## src/rtl/cgpd_pkg.sv

```systemverilog
// ----------------------------------------------------------------------------
// cgpd_pkg
// Shared constants, types and helpers for the coded genotype AND/popcount
// dot unit.
// ----------------------------------------------------------------------------
package cgpd_pkg;

  localparam int unsigned WORD_W      = 64;
  localparam int unsigned TOTAL_W     = 40;
  localparam int unsigned LANE_SUM_W  = 16;
  localparam int unsigned REPEAT      = 10;
  localparam int unsigned GROUP_ITEMS = 2 * REPEAT;
  localparam int unsigned COUNT_W     = $clog2(GROUP_ITEMS + 1);

  localparam logic [WORD_W-1:0] M1 = 64'h5555_5555_5555_5555;
  localparam logic [WORD_W-1:0] M2 = 64'h3333_3333_3333_3333;
  localparam logic [WORD_W-1:0] M4 = 64'h0f0f_0f0f_0f0f_0f0f;
  localparam logic [WORD_W-1:0] M8 = 64'h00ff_00ff_00ff_00ff;

  localparam logic [TOTAL_W-1:0] TOTAL_MAX = {TOTAL_W{1'b1}};

  typedef logic [WORD_W-1:0]     word_t;
  typedef logic [COUNT_W-1:0]    count_t;
  typedef logic [LANE_SUM_W-1:0] lane_sum_t;
  typedef logic [TOTAL_W-1:0]    total_t;

  // Control that travels alongside each pipeline stage.
  typedef struct packed {
    logic valid;
    logic eor;
    logic fold;
  } stage_ctl_t;

  // Sum of adjacent 2-bit fields into 4-bit fields.
  function automatic word_t pair_sum(input word_t v);
    pair_sum = (v & M2) + ((v >> 2) & M2);
  endfunction

  // Sum of adjacent bytes into 16-bit fields.
  function automatic word_t byte_fold(input word_t v);
    byte_fold = (v & M8) + ((v >> 8) & M8);
  endfunction

endpackage

```

## src/rtl/cgpd_word_reduce.sv

```systemverilog
// ----------------------------------------------------------------------------
// cgpd_word_reduce
// ANDs the word pairs of one lane and reduces them to per-byte counts,
// registered for the accumulator stage.
// ----------------------------------------------------------------------------
module cgpd_word_reduce (
  input  logic                clk,
  input  logic                rst_n,
  input  logic                adv,
  input  cgpd_pkg::stage_ctl_t ctl_i,
  input  cgpd_pkg::word_t     a0_i,
  input  cgpd_pkg::word_t     a1_i,
  input  cgpd_pkg::word_t     a2_i,
  input  cgpd_pkg::word_t     b0_i,
  input  cgpd_pkg::word_t     b1_i,
  input  cgpd_pkg::word_t     b2_i,
  output cgpd_pkg::stage_ctl_t ctl_o,
  output cgpd_pkg::word_t     byte_sum_o
);

  cgpd_pkg::word_t      x, h1, h2, c1, c2, c;
  cgpd_pkg::word_t      byte_sum_nxt, byte_sum_r;
  cgpd_pkg::stage_ctl_t ctl_r;

  always_comb begin
    x  = a0_i & b0_i;
    h2 = (x >> 1) & cgpd_pkg::M1;
    h1 = (x & cgpd_pkg::M1) | h2;
    c1 = (a1_i & b1_i) + h1;
    c2 = (a2_i & b2_i) + h2;
    c  = cgpd_pkg::pair_sum(c1) + cgpd_pkg::pair_sum(c2);
    byte_sum_nxt = (c & cgpd_pkg::M4) + ((c >> 4) & cgpd_pkg::M4);
  end

  always_ff @(posedge clk) begin
    if (!rst_n) begin
      ctl_r <= '0;
    end else if (adv) begin
      ctl_r <= ctl_i;
    end
    if (adv) begin
      byte_sum_r <= byte_sum_nxt;
    end
  end

  assign ctl_o      = ctl_r;
  assign byte_sum_o = byte_sum_r;

endmodule

```

## src/rtl/cgpd_lane_accum.sv

```systemverilog
// ----------------------------------------------------------------------------
// cgpd_lane_accum
// Per-lane byte accumulators and the group counter; hands both lanes to the
// fold stage when a group completes or the row pair ends.
// ----------------------------------------------------------------------------
module cgpd_lane_accum (
  input  logic                 clk,
  input  logic                 rst_n,
  input  logic                 adv,
  input  cgpd_pkg::stage_ctl_t ctl_i,
  input  cgpd_pkg::word_t      byte_sum_i,
  output cgpd_pkg::stage_ctl_t ctl_o,
  output cgpd_pkg::word_t      fold_acc0_o,
  output cgpd_pkg::word_t      fold_acc1_o
);

  cgpd_pkg::word_t      acc0_r, acc1_r, acc0_nxt, acc1_nxt;
  cgpd_pkg::word_t      fold_acc0_r, fold_acc1_r;
  cgpd_pkg::count_t     count_r, count_nxt;
  cgpd_pkg::stage_ctl_t ctl_r, ctl_nxt;
  logic                 fold;

  always_comb begin
    acc0_nxt  = acc0_r;
    acc1_nxt  = acc1_r;
    if (count_r[0]) begin
      acc1_nxt = acc1_r + byte_sum_i;
    end else begin
      acc0_nxt = acc0_r + byte_sum_i;
    end
    count_nxt = count_r + cgpd_pkg::count_t'(1);
    fold      = ctl_i.eor ||
                (count_nxt >= cgpd_pkg::count_t'(cgpd_pkg::GROUP_ITEMS));
    ctl_nxt       = ctl_i;
    ctl_nxt.fold  = ctl_i.valid && fold;
  end

  always_ff @(posedge clk) begin
    if (!rst_n) begin
      acc0_r  <= '0;
      acc1_r  <= '0;
      count_r <= '0;
      ctl_r   <= '0;
    end else if (adv) begin
      ctl_r <= ctl_nxt;
      if (ctl_i.valid) begin
        if (fold) begin
          acc0_r  <= '0;
          acc1_r  <= '0;
          count_r <= '0;
        end else begin
          acc0_r  <= acc0_nxt;
          acc1_r  <= acc1_nxt;
          count_r <= count_nxt;
        end
      end
    end
    if (adv) begin
      fold_acc0_r <= acc0_nxt;
      fold_acc1_r <= acc1_nxt;
    end
  end

  assign ctl_o       = ctl_r;
  assign fold_acc0_o = fold_acc0_r;
  assign fold_acc1_o = fold_acc1_r;

endmodule

```

## src/rtl/cgpd_fold_total.sv

```systemverilog
// ----------------------------------------------------------------------------
// cgpd_fold_total
// Folds both lane accumulators into a 16-bit group sum, keeps the saturating
// running total and holds the result register.
// ----------------------------------------------------------------------------
module cgpd_fold_total (
  input  logic                 clk,
  input  logic                 rst_n,
  input  logic                 adv,
  input  cgpd_pkg::stage_ctl_t ctl_i,
  input  cgpd_pkg::word_t      acc0_i,
  input  cgpd_pkg::word_t      acc1_i,
  input  logic                 out_stall,
  output logic                 out_valid,
  output cgpd_pkg::total_t     out_pair_total,
  output logic                 block_o
);

  cgpd_pkg::word_t       lane_fold;
  cgpd_pkg::lane_sum_t   add_nxt, add_r;
  cgpd_pkg::stage_ctl_t  ctl_r;
  cgpd_pkg::total_t      total_r, total_sat, out_total_r;
  logic [cgpd_pkg::TOTAL_W:0] total_sum;
  logic                  out_valid_r, out_valid_nxt;

  always_comb begin
    lane_fold = cgpd_pkg::byte_fold(acc0_i) + cgpd_pkg::byte_fold(acc1_i);
    // Sum of the four 16-bit fields, modulo 2^16.
    add_nxt = '0;
    if (ctl_i.fold) begin
      add_nxt = lane_fold[15:0] + lane_fold[31:16] + lane_fold[47:32] + lane_fold[63:48];
    end
    total_sum = {1'b0, total_r} + {{(cgpd_pkg::TOTAL_W + 1 - cgpd_pkg::LANE_SUM_W){1'b0}}, add_r};
    total_sat = total_sum[cgpd_pkg::TOTAL_W] ? cgpd_pkg::TOTAL_MAX
                                             : total_sum[cgpd_pkg::TOTAL_W-1:0];
    // A waiting total stays until taken; a closing beat loads a new one.
    out_valid_nxt = out_valid_r && out_stall;
    if (adv && ctl_r.valid && ctl_r.eor) begin
      out_valid_nxt = 1'b1;
    end
  end

  // A finished total that cannot leave holds the whole pipeline.
  assign block_o = out_valid_r && out_stall && ctl_r.valid && ctl_r.eor;

  always_ff @(posedge clk) begin
    if (!rst_n) begin
      ctl_r       <= '0;
      total_r     <= '0;
      out_valid_r <= 1'b0;
    end else begin
      out_valid_r <= out_valid_nxt;
      if (adv) begin
        ctl_r <= ctl_i;
        if (ctl_r.valid) begin
          if (ctl_r.eor) begin
            total_r <= '0;
          end else begin
            total_r <= total_sat;
          end
        end
      end
    end
    if (adv) begin
      add_r <= add_nxt;
      if (ctl_r.valid && ctl_r.eor) begin
        out_total_r <= total_sat;
      end
    end
  end

  assign out_valid      = out_valid_r;
  assign out_pair_total = out_total_r;

endmodule

```

## src/rtl/coded_genotype_and_popcount_dot_unit.sv

```systemverilog
// ----------------------------------------------------------------------------
// coded_genotype_and_popcount_dot_unit
// AND-and-popcount dot product of two coded genotype rows, one lane per beat.
// ----------------------------------------------------------------------------
// Each input beat carries one 64-bit lane of three coded words of row A and
// of row B; beats alternate lane 0 and lane 1, starting with lane 0 after
// reset and after each emitted total. The beat flagged with in_end_of_rows
// closes the row pair and produces exactly one output beat carrying the
// saturated 40-bit pair total; all other beats produce no output.
// Throughput is one beat per cycle while in_stall is low. The pipeline has
// an input register, a word-reduce register, the lane accumulator with its
// fold capture, the group-fold register and the result register, which a
// closing input beat passes in that order before its total sets out_valid.
// A synchronous active-low reset clears all accumulators, the group counter,
// the running total and every valid flag.
// When the receiver stalls, a waiting total holds in the result register
// while further input beats keep flowing; only when a second total reaches
// the group-fold register does the pipeline freeze, and in_stall then follows
// out_stall until the waiting total is taken.
// ----------------------------------------------------------------------------
module coded_genotype_and_popcount_dot_unit (
  input  logic                    clk,
  input  logic                    rst_n,
  input  logic                    in_valid,
  output logic                    in_stall,
  input  logic [63:0]             in_row_a_word0,
  input  logic [63:0]             in_row_a_word1,
  input  logic [63:0]             in_row_a_word2,
  input  logic [63:0]             in_row_b_word0,
  input  logic [63:0]             in_row_b_word1,
  input  logic [63:0]             in_row_b_word2,
  input  logic                    in_end_of_rows,
  output logic                    out_valid,
  input  logic                    out_stall,
  output logic [39:0]             out_pair_total
);

  // Global advance: every stage moves together unless a second total is
  // stuck behind one that the receiver has not taken.
  logic                 block;
  logic                 adv;

  cgpd_pkg::stage_ctl_t in_ctl_r, red_ctl, acc_ctl;
  cgpd_pkg::word_t      a0_r, a1_r, a2_r, b0_r, b1_r, b2_r;
  cgpd_pkg::word_t      byte_sum, fold_acc0, fold_acc1;

  assign adv      = !block;
  assign in_stall = block;

  // Input register. The fold bit is set later, in the accumulator stage.
  always_ff @(posedge clk) begin
    if (!rst_n) begin
      in_ctl_r <= '0;
    end else if (adv) begin
      in_ctl_r.valid <= in_valid;
      in_ctl_r.eor   <= in_valid && in_end_of_rows;
      in_ctl_r.fold  <= 1'b0;
    end
    if (adv && in_valid) begin
      a0_r <= in_row_a_word0;
      a1_r <= in_row_a_word1;
      a2_r <= in_row_a_word2;
      b0_r <= in_row_b_word0;
      b1_r <= in_row_b_word1;
      b2_r <= in_row_b_word2;
    end
  end

  cgpd_word_reduce u_reduce (
    .clk        (clk),
    .rst_n      (rst_n),
    .adv        (adv),
    .ctl_i      (in_ctl_r),
    .a0_i       (a0_r),
    .a1_i       (a1_r),
    .a2_i       (a2_r),
    .b0_i       (b0_r),
    .b1_i       (b1_r),
    .b2_i       (b2_r),
    .ctl_o      (red_ctl),
    .byte_sum_o (byte_sum)
  );

  cgpd_lane_accum u_accum (
    .clk         (clk),
    .rst_n       (rst_n),
    .adv         (adv),
    .ctl_i       (red_ctl),
    .byte_sum_i  (byte_sum),
    .ctl_o       (acc_ctl),
    .fold_acc0_o (fold_acc0),
    .fold_acc1_o (fold_acc1)
  );

  cgpd_fold_total u_total (
    .clk            (clk),
    .rst_n          (rst_n),
    .adv            (adv),
    .ctl_i          (acc_ctl),
    .acc0_i         (fold_acc0),
    .acc1_i         (fold_acc1),
    .out_stall      (out_stall),
    .out_valid      (out_valid),
    .out_pair_total (out_pair_total),
    .block_o        (block)
  );

endmodule
```

## config.mk

```make
export PLATFORM = sky130hd
export DESIGN_NAME = coded_genotype_and_popcount_dot_unit
export DESIGN_NICKNAME = d
export VERILOG_FILES = /design/src/rtl/cgpd_pkg.sv /design/src/rtl/cgpd_word_reduce.sv /design/src/rtl/cgpd_lane_accum.sv /design/src/rtl/cgpd_fold_total.sv /design/src/rtl/coded_genotype_and_popcount_dot_unit.sv
export SDC_FILE = /design/constraint.sdc
export NUM_CORES = 2
export LEC_CHECK = 0
export BUFFER_PORTS_ARGS = -buffer_cell sky130_fd_sc_hd__buf_4
export CAP_MARGIN = 30
export CORE_MARGIN = 5
export CORE_UTILIZATION = 50
export CTS_BUF_LIST = sky130_fd_sc_hd__clkbuf_8 sky130_fd_sc_hd__clkbuf_16
export CTS_CLUSTER_DIAMETER = 80
export DETAILED_ROUTE_END_ITERATION = 16
export GPL_ROUTABILITY_DRIVEN = 0
export GPL_TIMING_DRIVEN = 0
export PLACE_DENSITY = 0.79
export SLEW_MARGIN = 20
export SYNTH_ARGS = -nofsm -noshare
export SYNTH_HDL_FRONTEND = slang
export SYNTH_SLANG_ARGS = --single-unit
```

## constraint.sdc

```tcl
create_clock -name clk -period 12.7 [get_ports clk]
set_input_delay 0.635 -clock clk [delete_from_list [all_inputs] [get_ports clk]]
set_output_delay 0.635 -clock clk [all_outputs]
set_load 0.02 [all_outputs]
```

==> results.md <==
* Initial antenna violation count at 6
* Worst setup SP type: register
* Data required time of the critical path at 13.13 ns
* Max Transition Viols Final at 0
* CTS Buf Count at 84
* Postcts setup bufs at 0
* Synthesized flop and latch total at 787
* Clock Sinks at 787
* I/O pins at 431
* Synth Area per Inst at 11.0 um2
* I/O Buffers at 430
* Met3 Use GR at 4.74%
* Most used cell, CP: ha_1
* Status: finished, final reports clean
* Global-route wire length before repair at 184000 um
* Clock share of power at 24.8%
* Crit path buf inv count at 1
* Routing usage on met2 at 40.1%
* Post-synth EDFFs at 604
* Pre-CTS worst setup slack at 6.58 ns
* GR Util met1 at 29.3%
* FP Rows at 111
* Total die area at 98400 um2
* Core ar. at 91700 um2
* CTS tree: built
* 1st-iter DRT viols at 3008
* Worst VDD drop at 417 uV
* Grt ovf at 0
* Via count at 34800
* WHS at 0.134 ns
* Critical-path maximum fanout at 6
* Share of layout cells above drive strength 1 at 15.1%
* Cell taking the most area after synthesis: edfxtp_1
* Die Ht at 314 um
* Pint at 6.51 mW
* Hold Crit Class: input port to register
* Via/cell ratio at 5.82
* Vias in the first global route at 34600
* WP data arrival at 6.52 ns
* Mapped cell area at 46100 um2
* CP Capture Type: register
* Post-cts gate resize count at 0
* Yosys top cell area share at 39.3%
* GRT Total Usage at 23.5%
* Final Hold Violating Endpoints at 0
* Post-CTS Hold Buffers at 0
* Starting Density at 50.3%
* Post-synthesis async set-or-reset flop share at 0%
* Clock Pin Slew Worst Setup and Hold Paths at 0.07 ns
* CP max stage delay at 0.57 ns
* Power Total at 10.2 mW
* Most frequent cells after synthesis: edfxtp_1 (604), ha_1 (383), a21oi_1 (314)
* Crit-path slowest cell: a21oi_1
* Worst slew margin at 27.1%
* Synth Net Count at 5050
* Top-count cell post-synth: edfxtp_1
* Largest net degree at the start of global routing at 113
* Root Buffer: clkbuf_16
* Worst-margin pin slew at 1.08 ns
* Layout area overhead at 17.1%
* F_max at 164 MHz
* Final worst slack at 6.60 ns
* RSZ-0062 raised after global routing: false
* Sequential power share at 32.5%
* Final WL at 119000 um
* Worst clock skew at 0.0363 ns
* Clock buffer depth at 3
* Top Usage Layer GRT: met2
* Residual DRC count at 0
* Min Tclk post-route at 6.10 ns
* Antenna-violating nets left at 0
* HPWL after DPL at 92500 um
* PD cells at 188 nW/um2
* Final critical-path share of the clock period at 48.0%
* Crit-path cells: and2_1 -> a21o_1 -> ha_1 -> and3_1 -> clkbuf_1 -> nor4bb_1 -> a41o_1 -> o21ai_1 -> a21oi_1 -> a2111oi_0 -> nor3_2 -> a211oi_1 -> nor3_1 -> xor2_1 -> ha_1 -> fa_1 -> fa_1 -> xor2_1 -> ha_1 -> nor2b_1 -> o21ai_0 -> nand2b_1
* Synthesized instance count at 4187
* FILL cells at 7365
* Comb pwr share at 42.7%
* Final setup fails at 0
* Worst skew pair latency at 0.68 ns
* Most common flop cell mapped by yosys: edfxtp_1
* Synth warn at 0
* Clock H-tree levels at 3
* Distinct cells, synth at 103
* Switch share at 36.0%
* WL/cell at 19.8 um
* Net switching power at 3.66 mW
* Top cells by area, synth: edfxtp_1 (39%), ha_1 (10%), dfxtp_1 (7.9%), xnor2_1 (4.4%), fa_1 (4.0%)
* # nets final at 5586
* TNS Setup at 0 ns
* Post-synthesis sequential area ratio at 47.3%
* Family with the most delay on the worst path: adder cells
* Die width at 314 um
* Setup Crit Path Kind: register to register
* DR pass1 iterations at 8
* Leak Pwr at 23.1 nW
* Max Cap Viol at 0
-- path summary, 6_finish.rpt --
check,from,endpoint,slack (ns),cells after the start
setup / recovery,a0_r[13],u_reduce.byte_sum_o[60],6.60,22
hold / removal,in_row_b_word0[5],b0_r[5],0.13,1
setup reg to reg,a0_r[13],u_reduce.byte_sum_o[60],6.60,22
hold reg to reg,u_total.total_r[10],u_total.total_r[10],0.46,2
-- power groups by stage --
stage | Sequential (mW) | Clock [mW] | Combinational (mW)
2_1_floorplan | 3.29 | 0 | 3.31
3_3_place_gp | 3.36 | 0 | 4.13
3_5_place_dp | 3.35 | 0 | 4.32
4_1_cts | 3.30 | 2.57 | 4.35
5_1_grt | 3.32 | 2.67 | 4.99
6_report | 3.30 | 2.53 | 4.34
-- cells in the final DEF (no fill, tap or decap), types with 38 or more instances in the layout --
cell type,instances
inv_1,219
a22o_1,38
nor2b_1,38
xnor2_1,234
buf_4,430
edfxtp_1,604
and3_1,70
a21oi_1,314
mux2_2,40
dfxtp_1,183
nor3_1,48
fa_1,91
nand2_1,298
clkbuf_1,83
a31oi_1,43
nand4_1,38
nor2_1,255
o21bai_1,66
clkbuf_16,85
xor2_1,153
nand3_1,126
and2_1,128
o21ai_0,173
a22oi_1,45
ha_1,383
a21o_1,161
-- per-stage QoR --
step / instances / area, um2 / util, %
finish: 5983 / 54000 / 58.9
global route: 5983 / 54000 / 58.9
CTS: 5978 / 54000 / 58.9
detailed placement: 5823 / 51100 / 55.8
global placement: 5803 / 50800 / 55.4
floorplan: 4187 / 46100 / -
-- logic make-up (layout without fill, tap and decap cells) --
family                   after synthesis  after routing  synth area share, %
multiplexers                          41             41                0.999
XOR/XNOR                             387            387                 7.35
other                                  0              5                    0
AND/OR/NAND/NOR                     1115           1115                 11.9
AO/OA/AOI/OAI                       1064           1064                 15.5
adder cells (fa/ha/maj)              474            474                 14.3
flip-flops                           787            787                 47.3
buffers and inverters                319            924                 2.63
-- cell type report --
class	count	area (um2)	area share, %
antenna	5	12.5	0.0232
timing repair buffer	450	3520	6.52
inverter	213	807	1.49
clock inverter	67	693	1.28
sequential	787	21800	40.4
tap	1186	1480	2.75
clock buffer	88	2170	4.01
multi-input combinational	3081	23100	42.8
buffer	106	413	0.764
-- sequential cells by signal, indices dropped and copies added (netlist names) --
name,cells
u_accum.fold_acc1_o,64
b1_r,64
u_accum.ctl_o,3
u_accum.count_r,5
b2_r,64
u_total.add_r,12
u_reduce.byte_sum_o,40
u_total.total_r,40
b0_r,64
u_reduce.ctl_o,2
u_total.out_valid,1
u_total.out_pair_total,40
u_total.ctl_r,2
u_accum.fold_acc0_o,64
a0_r,64
in_ctl_r,2
u_accum.acc1_r,64
a1_r,64
a2_r,64
u_accum.acc0_r,64
-- worst reg2reg max path: cells and delay by family (launching register included) --
family	cells	cell delay, ns
AOI/OAI and AO/OA	7	1.63
buffers and inverters	1	0.23
DFF	1	0.36
adders and majority gates	5	1.79
xor gates and xnor gates	2	0.35
and+or+nand+nor	7	1.52
-- layer usage --
metal  vias up  wire length [um]
met5         -                 0
met4         0              5490
met3       324             10800
li1      16400                 -
met2      1545             56600
met1     16500             45800
(Power assumes the default switching activity.)
